==> config.mk <==
export PLATFORM = sky130hd
export DESIGN_NAME = linked_ordered_set
export DESIGN_NICKNAME = d
export VERILOG_FILES = /design/src/design/los_pkg.sv /design/src/design/los_ram.sv /design/src/design/linked_ordered_set.sv
export SDC_FILE = /design/constraint.sdc
export NUM_CORES = 1
export LEC_CHECK = 0
export ABC_AREA = 1
export BUFFER_PORTS_ARGS = -buffer_cell sky130_fd_sc_hd__buf_2
export CORE_MARGIN = 2
export CORE_UTILIZATION = 62
export DETAILED_ROUTE_END_ITERATION = 8
export PLACE_DENSITY_LB_ADDON = 0.15
export SYNTH_ARGS = -nofsm -noshare
export SYNTH_HDL_FRONTEND = slang
export SYNTH_SLANG_ARGS = --single-unit
==> constraint.sdc <==
create_clock -name clk -period 4.8 [get_ports clk]
set_input_delay 0.24 -clock clk [delete_from_list [all_inputs] [get_ports clk]]
set_output_delay 0.24 -clock clk [all_outputs]
set_load 0.02 [all_outputs]
==> src/design/los_pkg.sv <==
package los_pkg;
  localparam int Capacity = 16;
  localparam int MaxOut = 16;
  localparam int IdxW = $clog2(Capacity + 1);
  localparam int AddrW = $clog2(Capacity);
  localparam int CntW = $clog2(Capacity + 1);
  localparam logic [IdxW-1:0] Nil = IdxW'(Capacity);
  localparam int LinkW = 2 * IdxW;

  typedef enum logic [1:0] {
    OP_APPEND = 2'd0,
    OP_INSERT = 2'd1,
    OP_REMOVE = 2'd2,
    OP_NONE   = 2'd3
  } op_t;

  typedef enum logic [1:0] {
    ST_DONE   = 2'd0,
    ST_DUP    = 2'd1,
    ST_ABSENT = 2'd2,
    ST_FULL   = 2'd3
  } status_t;
endpackage

==> src/design/los_ram.sv <==
module los_ram #(
  parameter int Width = 8,
  parameter int Depth = 16
) (
  input  logic                     clk,
  input  logic                     we,
  input  logic [$clog2(Depth)-1:0] waddr,
  input  logic [Width-1:0]         wdata,
  input  logic [$clog2(Depth)-1:0] raddr,
  output logic [Width-1:0]         rdata
);
  logic [Width-1:0] mem [Depth];

  always_ff @(posedge clk) begin
    if (we) mem[waddr] <= wdata;
    rdata <= mem[raddr];
  end
endmodule

==> src/design/linked_ordered_set.sv <==
// One operation per input transaction (append at the tail, insert before an anchor
// key, remove, or none), then the whole list is emitted from head to tail, one result
// per cycle while out_ready is high, or a single result flagged empty. Keys and the
// {prev, next} links live in two single-port-read memories with registered reads;
// the valid bits are flip-flops, so unwritten entries are never used and no clearing
// pass is needed. Sequence between accepted input transactions: the idle state, a
// key scan over every slot (key and anchor are matched in the same pass), a decision
// state, six link read-modify-write states only when the list changes, a state to
// start the walk and the emit state, which outputs the results in turn and holds
// while out_ready is low. in_ready is high only while idle.
module linked_ordered_set (
  input  logic        clk,
  input  logic        rst_n,
  input  logic        in_valid,
  output logic        in_ready,
  input  logic [1:0]  in_op,
  input  logic signed [31:0] in_key,
  input  logic signed [31:0] in_anchor_key,
  output logic        out_valid,
  input  logic        out_ready,
  output logic signed [31:0] out_value,
  output logic [3:0]  out_position,
  output logic [1:0]  out_status,
  output logic        out_list_empty,
  output logic        out_last
);
  import los_pkg::*;

  typedef enum logic [10:0] {
    S_IDLE   = 11'b00000000001,
    S_SCAN   = 11'b00000000010,
    S_DEC    = 11'b00000000100,
    S_RDA    = 11'b00000001000,
    S_CAP    = 11'b00000010000,
    S_RDL    = 11'b00000100000,
    S_WRL    = 11'b00001000000,
    S_WRR    = 11'b00010000000,
    S_COMMIT = 11'b00100000000,
    S_WALK   = 11'b01000000000,
    S_EMIT   = 11'b10000000000
  } state_t;

  state_t state_r, state_nxt;
  logic [1:0] op_r;
  logic [31:0] key_r, anc_r;
  logic [Capacity-1:0] valid_r;
  logic [IdxW-1:0] head_r, tail_r;
  logic [CntW-1:0] count_r;
  logic [IdxW-1:0] kslot_r, aslot_r;
  logic [CntW-1:0] scan_r;
  status_t status_r;
  logic [IdxW-1:0] slot_r, left_r, right_r, cur_r;
  logic [CntW-1:0] n_r;

  logic k_we;
  logic [AddrW-1:0] k_waddr, k_raddr;
  logic [31:0] k_wdata, k_rdata;
  logic l_we;
  logic [AddrW-1:0] l_waddr, l_raddr;
  logic [LinkW-1:0] l_wdata, l_rdata;
  logic [IdxW-1:0] rd_prev, rd_next;
  logic [IdxW-1:0] free_idx;
  logic [AddrW-1:0] scan_idx;
  logic inserting;
  status_t dec_status;
  logic dec_apply;
  logic emit_last;

  // key memory
  los_ram #(.Width(32), .Depth(Capacity)) u_keys (
    .clk(clk), .we(k_we), .waddr(k_waddr), .wdata(k_wdata),
    .raddr(k_raddr), .rdata(k_rdata));

  // link memory {prev, next}
  los_ram #(.Width(LinkW), .Depth(Capacity)) u_links (
    .clk(clk), .we(l_we), .waddr(l_waddr), .wdata(l_wdata),
    .raddr(l_raddr), .rdata(l_rdata));

  assign rd_prev = l_rdata[LinkW-1:IdxW];
  assign rd_next = l_rdata[IdxW-1:0];

  always_comb begin
    free_idx = Nil;
    for (int i = Capacity - 1; i >= 0; i--)
      if (!valid_r[i]) free_idx = IdxW'(i);
  end

  assign inserting = (op_r == OP_APPEND) || (op_r == OP_INSERT);
  // key read data in the scan belongs to the address issued in the previous cycle
  assign scan_idx = AddrW'(scan_r - CntW'(1));

  always_comb begin
    dec_status = ST_DONE;
    dec_apply = 1'b0;
    if (inserting) begin
      if (kslot_r != Nil) dec_status = ST_DUP;
      else if (op_r == OP_INSERT && aslot_r == Nil) dec_status = ST_ABSENT;
      else if (free_idx == Nil) dec_status = ST_FULL;
      else dec_apply = 1'b1;
    end else if (op_r == OP_REMOVE) begin
      if (kslot_r == Nil) dec_status = ST_ABSENT;
      else dec_apply = 1'b1;
    end
  end

  assign emit_last = (count_r == '0) || (n_r + CntW'(1) == count_r) ||
                     (n_r == CntW'(MaxOut - 1));

  assign in_ready = (state_r == S_IDLE);

  always_comb begin
    k_we = 1'b0;
    k_waddr = slot_r[AddrW-1:0];
    k_wdata = key_r;
    k_raddr = cur_r[AddrW-1:0];
    l_we = 1'b0;
    l_waddr = slot_r[AddrW-1:0];
    l_wdata = {left_r, right_r};
    l_raddr = cur_r[AddrW-1:0];
    state_nxt = state_r;
    case (state_r)
      S_IDLE: if (in_valid) state_nxt = S_SCAN;
      S_SCAN: begin
        k_raddr = scan_r[AddrW-1:0];
        if (scan_r == CntW'(Capacity)) state_nxt = S_DEC;
      end
      S_DEC: state_nxt = dec_apply ? S_RDA : S_WALK;
      S_RDA: begin
        l_raddr = inserting ? right_r[AddrW-1:0] : slot_r[AddrW-1:0];
        state_nxt = S_CAP;
      end
      S_CAP: state_nxt = S_RDL;
      S_RDL: begin
        l_raddr = left_r[AddrW-1:0];
        state_nxt = S_WRL;
      end
      S_WRL: begin
        // patch the left neighbour's next link, fetch the right neighbour
        l_we = (left_r != Nil);
        l_waddr = left_r[AddrW-1:0];
        l_wdata = {rd_prev, inserting ? slot_r : right_r};
        l_raddr = right_r[AddrW-1:0];
        state_nxt = S_WRR;
      end
      S_WRR: begin
        l_we = (right_r != Nil);
        l_waddr = right_r[AddrW-1:0];
        l_wdata = {inserting ? slot_r : left_r, rd_next};
        state_nxt = S_COMMIT;
      end
      S_COMMIT: begin
        k_we = inserting;
        l_we = inserting;
        state_nxt = S_WALK;
      end
      S_WALK: begin
        k_raddr = head_r[AddrW-1:0];
        l_raddr = head_r[AddrW-1:0];
        state_nxt = S_EMIT;
      end
      S_EMIT: begin
        // re-read the current entry while stalled so the result holds
        if (out_ready && !emit_last) begin
          k_raddr = rd_next[AddrW-1:0];
          l_raddr = rd_next[AddrW-1:0];
        end
        if (out_ready && emit_last) state_nxt = S_IDLE;
      end
      default: state_nxt = S_IDLE;
    endcase
  end

  always_ff @(posedge clk) begin
    if (!rst_n) begin
      state_r <= S_IDLE;
      valid_r <= '0;
      head_r <= Nil;
      tail_r <= Nil;
      count_r <= '0;
    end else begin
      state_r <= state_nxt;
      case (state_r)
        S_IDLE: if (in_valid) begin
          op_r <= in_op;
          key_r <= in_key;
          anc_r <= in_anchor_key;
          kslot_r <= Nil;
          aslot_r <= Nil;
          scan_r <= '0;
        end
        S_SCAN: begin
          if (scan_r != '0 && valid_r[scan_idx]) begin
            if (k_rdata == key_r) kslot_r <= IdxW'(scan_idx);
            if (k_rdata == anc_r) aslot_r <= IdxW'(scan_idx);
          end
          scan_r <= scan_r + CntW'(1);
        end
        S_DEC: begin
          status_r <= dec_status;
          slot_r <= inserting ? free_idx : kslot_r;
          right_r <= (op_r == OP_INSERT) ? aslot_r : Nil;
        end
        S_CAP: begin
          if (inserting) begin
            left_r <= (right_r == Nil) ? tail_r : rd_prev;
          end else begin
            left_r <= rd_prev;
            right_r <= rd_next;
          end
        end
        S_COMMIT: begin
          if (inserting) begin
            valid_r[slot_r[AddrW-1:0]] <= 1'b1;
            count_r <= count_r + CntW'(1);
            if (right_r == Nil) tail_r <= slot_r;
            if (left_r == Nil) head_r <= slot_r;
          end else begin
            valid_r[slot_r[AddrW-1:0]] <= 1'b0;
            count_r <= count_r - CntW'(1);
            if (left_r == Nil) head_r <= right_r;
            if (right_r == Nil) tail_r <= left_r;
          end
        end
        S_WALK: begin
          n_r <= '0;
          cur_r <= head_r;
        end
        S_EMIT: if (out_ready && !emit_last) begin
          n_r <= n_r + CntW'(1);
          cur_r <= rd_next;
        end
        default: ;
      endcase
    end
  end

  assign out_valid = (state_r == S_EMIT);
  assign out_list_empty = (count_r == '0);
  assign out_value = out_list_empty ? '0 : k_rdata;
  assign out_position = n_r[3:0];
  assign out_status = status_r;
  assign out_last = emit_last;

`ifndef SYNTHESIS
  a_out_hold: assert property (@(posedge clk) disable iff (!rst_n)
    out_valid && !out_ready |=> out_valid && $stable(out_value) &&
      $stable(out_position) && $stable(out_last));
  a_count_range: assert property (@(posedge clk) disable iff (!rst_n)
    count_r <= CntW'(Capacity));
  a_head_empty: assert property (@(posedge clk) disable iff (!rst_n)
    (head_r == Nil) == (count_r == '0));
  a_one_side: assert property (@(posedge clk) disable iff (!rst_n)
    !(in_ready && out_valid));
  a_empty_last: assert property (@(posedge clk) disable iff (!rst_n)
    out_valid && out_list_empty |-> out_last);
`endif
endmodule

==> flow_metrics.tcl, run 1 <==
set metrics [dict create \
    dp_hpwl_um 52910 \
    grtUsageTotal_pct 31.03 \
    antenna_found_initial 0 \
    hold_class "primary input to flop" \
    ys_seq_area_share_pct 65.77 \
    drive_gt1_share_pct 9.110 \
    whs_endpoint "state_r[1]" \
    seq_area_mm2 0.02505 \
    max_stage_delay_ns 0.82 \
    tns_ns 0 \
    path_buf_inv 2 \
    r2r-end "u_keys.rdata[31]" \
    slew_violations 0 \
    synth_top_area_share_pct 61.41 \
    async_flop_share_pct 0 \
    rr_startpoint "n_r[0]" \
    status "finished clean" \
    worstSetupStartpointType "flop" \
    grt_max_degree 164 \
    crit_path_end_kind "flop" \
    ys.flop_type "edfxtp_1" \
    p_leak_nw 17.56 \
    synthTopCellsByCount "789 x nand3_1, 779 x edfxtp_1, 653 x nand2_1, 588 x inv_1, 115 x nand3b_1" \
    ant_nets 0 \
    drv_cap 0 \
    numCtsBuffers 87 \
    setup_viol 0 \
    grt_pass1_wl_um 149500 \
    fmax_mhz 257.1 \
    cts_tree "done" \
    initial_core_util_pct 62.87 \
    fill_cells 4288 \
    syn-instance-count 3633 \
    avgRoutedWirePerCell_um 21.27 \
    yosysMostFrequentCell "nand3_1" \
    crit_arrival_ns 4.41 \
    synth-edff-count 779 \
    rsz0062_at_grt "no" \
    critical_path_depth 21 \
    crit_type "flop to flop" \
    die_w_um 251.9 \
    p_per_area_mw_per_mm2 443.5 \
    clock_path_buffers 3 \
    r2r_slack_ns 0.91 \
    antennaDiodeCount 0 \
    worst_slew_pin_slew_ns 1.088 \
    crit_fanout 99 \
    yosys-top-cells-area "edfxtp_1 61%, nand3_1 10%, nand2_1 6.4%" \
    vias_per_cell 5.903 \
    die_area_mm2 0.06344 \
    min_period_ns 3.890 \
    slew_headroom_pct 27.49 \
    required_ns 5.32 \
    ys_types 48 \
    period_share_pct 81.03 \
    pre_cts_ws_ns 1.041 \
    critPathTopFamily "simple AND/OR/NAND/NOR gates" \
    clk_latency_ns 0.64 \
    syn-cell-area_mm2 0.03809 \
    syn2layout_area_growth_pct 12.62 \
    grt_overflow 0 \
    synth-warning-count 0 \
    rows 90 \
    cts.sinks 862 \
    dr.first_iter.drc_count 3314 \
    cts_resized 0 \
    syn-num-nets 3712 \
    chipHeight_um 251.9 \
    multi_input_area_mm2 0.01001 \
    finalHoldViolations 0 \
    clock_skew_ns 0.02190 \
    wl_um 98130 \
    syn_avg_cell_area_um2 10.48 \
    yosysTopAreaCell "edfxtp_1" \
    cp_slowest_cell "buf_4" \
    hold_path.startpoint "out_ready" \
    clkTransAtPathRegs_ns 0.06 \
    fin_ws_ns 0.9103 \
    grt_pass1_vias 26000 \
    root_buffer "clkbuf_16" \
    num_vias 27230 \
    drtPass1Iterations 6 \
    htreeDepth 3 \
    gp_congestion 0.8840 \
    coreArea_mm2 0.06058 \
    remaining_drc_errors 0 \
    min_path_cells 5 \
    crit_chain "ha_1 > nand2_1 > nor2_1 > ha_1 > nand2_1 > inv_1 > nor2_1 > nand3_1 > nor2_1 > nand2_1 > nand3_2 > nand2_1 > nand2_1 > nand2_1 > nand3_4 > buf_4 > nand3_1 > nand3_1 > nand3_1 > nand3_1 > nand2_1" \
    ys_ff_latch 862 \
    crit_top_cell "nand2_1" \
    reg2regPathDepth 21 \
    fin_util_pct 70.81 \
    ir_drop_mv 0.3391 \
    portBuffers 111 \
    layout.nets 3838 \
    io_pins 112 \
]
cells by family after synthesis:
| family | count (synthesis) | synth area share (%) |
|---|---|---|
| xor gates and xnor gates | 70 | 1.610 |
| and+or+nand+nor | 1739 | 21.57 |
| AOI/OAI and AO/OA | 157 | 2.355 |
| buffers and inverters | 795 | 8.346 |
| adders and majority gates | 9 | 0.3153 |
| DFF | 862 | 65.77 |
| muxes | 1 | 0.02956 |
power breakdown:
part	switching [mW]	leakage [nW]	internal [mW]
Sequential	0.471	7.70	8.57
Clock	2.84	1.39	3.92
Combinational	2.18	8.47	1.04
cell type report:
class	count	share of cell area, %
well taps	782	2.281
clock buffers	107	5.396
inverters	598	5.244
flip-flops and latches	862	58.40
clock inverters	54	1.237
repair buffers	234	4.101
multi-input cells	1976	23.34
sequential cells by signal (all words and copies together) (netlist names), 10 cells and up, named ones only:
| register | flops |
|---|---|
| u_links.mem | 160 |
| u_keys.rdata | 32 |
| u_keys.mem | 512 |
| anc_r | 32 |
| k_wdata | 32 |
| u_links.rdata | 10 |
| state_r | 11 |
how the worst max path moves through the flow:
stage	startpoint	endpoint	slack, ns
after detailed placement	n_r[0]	u_keys.rdata[24]	1.04
after global placement	n_r[0]	u_keys.rdata[30]	1.23
after CTS	n_r[0]	u_keys.rdata[31]	0.95
after floorplan	state_r[8]	anc_r[0]	0.08
after global routing	n_r[0]	u_keys.rdata[31]	0.65
final	n_r[0]	u_keys.rdata[31]	0.91
per-stage QoR:
step	total power, mW	cells	hold WS (ns)	cell area (um2)
finish	19.03	4613	0.05791	42900
global route	19.73	4613	0.07321	42900
CTS	19.04	4613	0.02681	42900
detailed placement	12.30	4385	0.4181	39380
global placement	12.21	4385	0.4167	39380
floorplan	11.29	3633	0.3389	38090
worst reg2reg max path, delay by kind of cell, from the launching register on:
kind / cells / cell delay (ns)
adder cells (fa/ha/maj): 2 / 0.56
buffers and inverters: 2 / 0.86
AND/OR/NAND/NOR: 17 / 1.88
flip-flops: 1 / 0.49
cells in the final DEF (no fill, tap or decap), drive strengths merged, types with 9 or more instances in the layout:
cell type / n
dfxtp: 83
xor2: 40
nand4: 36
clkinv: 44
dlygate4sd3: 67
clkbuf: 107
nand3b: 115
nand3: 793
edfxtp: 779
o22ai: 13
nor4: 13
a21oi: 50
inv: 594
xnor2: 30
nor3: 30
nor2: 90
o21ai: 66
buf: 167
nand2: 659
bufinv: 9
layer usage:
metal  wire length [um]  vias to the layer above  GRT usage (%)
met5                  0                        -              0
met4               3510                        0          12.39
met3              10280                      218          5.437
met2              45050                     1480          48.71
met1              39280                    13010          43.60
li1                   -                    12520              -
timing repair:
action,4_1_cts,5_1_grt
setup endpoints to repair,0,0
buffers inserted,0,0
hold endpoints to repair,68,0
hold buffers,67,0
Note: power is estimated with default switching activity, not from simulation.
==> run 2, diff against run 1 <==
==> constraint.sdc (replaced) <==
create_clock -name clk -period 3.7 [get_ports clk]
set_input_delay 0.185 -clock clk [delete_from_list [all_inputs] [get_ports clk]]
set_output_delay 0.185 -clock clk [all_outputs]
set_load 0.02 [all_outputs]
==> flow_metrics.tcl, run 2 (same netlist as run 1, synthesis figures left out) <==
set metrics [dict create \
    rows 90 \
    gp_congestion 0.8666 \
    period_share_pct 92.80 \
    portBuffers 111 \
    largest_reg_flops 512 \
    antennaDiodeCount 0 \
    hold_path.startpoint "in_valid" \
    numCtsBuffers 87 \
    clk_latency_ns 0.66 \
    crit_type "flop to flop" \
    tns_ns 0 \
    final_cell_mix "788 x nand3_1, 779 x edfxtp_1, 653 x nand2_1, 586 x inv_1, 115 x nand3b_1" \
    syn2layout_area_growth_pct 15.03 \
    worst_slew_pin_slew_ns 1.020 \
    ir_drop_mv 0.4569 \
    p_leak_nw 17.98 \
    drtPass1Iterations 5 \
    fmax_mhz 291.2 \
    status "finished clean" \
    num_vias 27620 \
    setup_viol 0 \
    htreeDepth 3 \
    p_sw_share_pct 29.06 \
    grt_pass1_vias 26700 \
    reg2regPathDepth 22 \
    ant_nets 0 \
    cts_tree "done" \
    drive_gt1_share_pct 10.23 \
    dp_hpwl_um 54790 \
    avgRoutedWirePerCell_um 21.54 \
    die_area_mm2 0.06344 \
    p_clk_share_pct 35.4 \
    layout_commonest_cell "nand3_1" \
    coreArea_mm2 0.06058 \
    dr.first_iter.drc_count 3139 \
    finalHoldViolations 0 \
    p_per_area_mw_per_mm2 574.8 \
    clkTransAtPathRegs_ns 0.06 \
    slew_violations 0 \
    vias_per_cell 5.921 \
    grt_pass1_wl_um 150600 \
    cts.sinks 862 \
    clock_path_buffers 3 \
    reg_top3 "u_keys.mem: 512 flops, u_links.mem: 160 flops" \
    grtUsageTotal_pct 31.16 \
    die_w_um 251.9 \
    min_path_cells 6 \
    worstSetupStartpointType "flop" \
    fin_util_pct 72.33 \
    layout.nets 3889 \
    antenna_found_initial 2 \
    crit_arrival_ns 3.94 \
    wl_um 100400 \
    r2r-end "u_links.rdata[8]" \
    p_comb_share_pct 18.1 \
    root_buffer "clkbuf_16" \
    drv_cap 0 \
    rsz0062_at_grt "no" \
    internal_power_mw 17.87 \
    io_pins 112 \
    crit_fanout 80 \
    chipHeight_um 251.9 \
    required_ns 4.20 \
    slew_headroom_pct 31.92 \
    clock_skew_ns 0.02341 \
    remaining_drc_errors 0 \
    top_register "u_keys.mem" \
    min_period_ns 3.434 \
    fill_cells 4136 \
    power_switching_mw 7.320 \
    rr_startpoint "n_r[1]" \
    crit_path_end_kind "flop" \
    initial_core_util_pct 62.87 \
    grt_overflow 0 \
    r2r_slack_ns 0.27 \
    power_frac_seq_pct 46.5 \
    hold_class "primary input to flop" \
    whs_endpoint "state_r[2]" \
    grt_max_degree 178 \
]
run 2: worst max path at each step:
stage | startpoint | to | slack [ns] | depth (start not counted)
after floorplan | state_r[2] | u_keys.mem[10][0] | -0.30 | 7
after global placement | n_r[1] | u_keys.rdata[5] | 0.39 | 20
after detailed placement | n_r[1] | u_keys.rdata[20] | 0.21 | 22
after CTS | n_r[1] | u_keys.rdata[20] | 0.22 | 22
after global routing | n_r[1] | u_links.rdata[8] | 0.003 | 22
final | n_r[1] | u_links.rdata[8] | 0.27 | 22
run 2: per-stage QoR:
step           instance area [um2]  instances  power (mW)  hold slack, ns  setup WS (ns)
6_report                     43820       4664       25.19         0.05968         0.2665
5_1_grt                      43820       4664       26.07          0.1130       0.003086
4_1_cts                      43670       4655       25.05         0.03295         0.2160
3_5_place_dp                 40080       4425       16.15          0.3631         0.2072
3_3_place_gp                 40080       4425       16.02          0.3612         0.3909
2_1_floorplan                38090       3633       14.64          0.2839        -0.2981
run 2: area by class of cell:
cell class                 count  area [um2]  share of cell area [%]
inverter                     598        2253                   5.143
sequential                   862       25050                   57.18
timing repair buffer         282        2606                   5.948
tap                          782       978.4                   2.233
clock inverter                45       515.5                   1.176
multi-input combinational   1979       10030                   22.90
clock buffer                 116        2377                   5.425
run 2: power by group through the flow:
| stage | combinational, mW | sequential (mW) | clock, mW |
|---|---|---|---|
| after floorplan | 2.99 | 11.7 | 0 |
| after global placement | 4.13 | 11.9 | 0 |
| after detailed placement | 4.25 | 11.9 | 0 |
| after CTS | 4.35 | 11.7 | 8.99 |
| after global routing | 4.94 | 11.8 | 9.39 |
| final | 4.55 | 11.7 | 8.92 |
run 2: worst max-delay path: stages, from the launching register on:
cell and delay, ns:
edfxtp_1 0.46, ha_1 0.23, nand2_1 0.10, nor2_1 0.06, ha_1 0.31, nand2_1 0.07
inv_1 0.06, nor2_1 0.04, nand3_1 0.08, nor2_1 0.04, nand2_1 0.10, nand3_2 0.15
nand2_1 0.14, nand2_1 0.07, nand2_1 0.13, nand3_2 0.15, nand2_2 0.14, buf_16 0.30
nand2_1 0.10, nand3_1 0.09, nand3_1 0.12, nand3_1 0.18, nand2_1 0.14
run 2: timing repair:
action | CTS | global route
buffers inserted | 0 | 4
setup endpoints to repair | 0 | 31
hold buffers | 69 | 0
endpoints found under the hold margin | 82 | 0
resized for setup | 0 | 7
run 2: metal layers:
layer / vias to the layer above / share of wire, % / track usage [%]
li1: 12640 / - / -
met1: 13300 / 40 / 43.64
met2: 1454 / 47 / 50.13
met3: 229 / 10 / 5.066
met4: 2 / 2.9 / 10.74
met5: - / 0.013 / 0
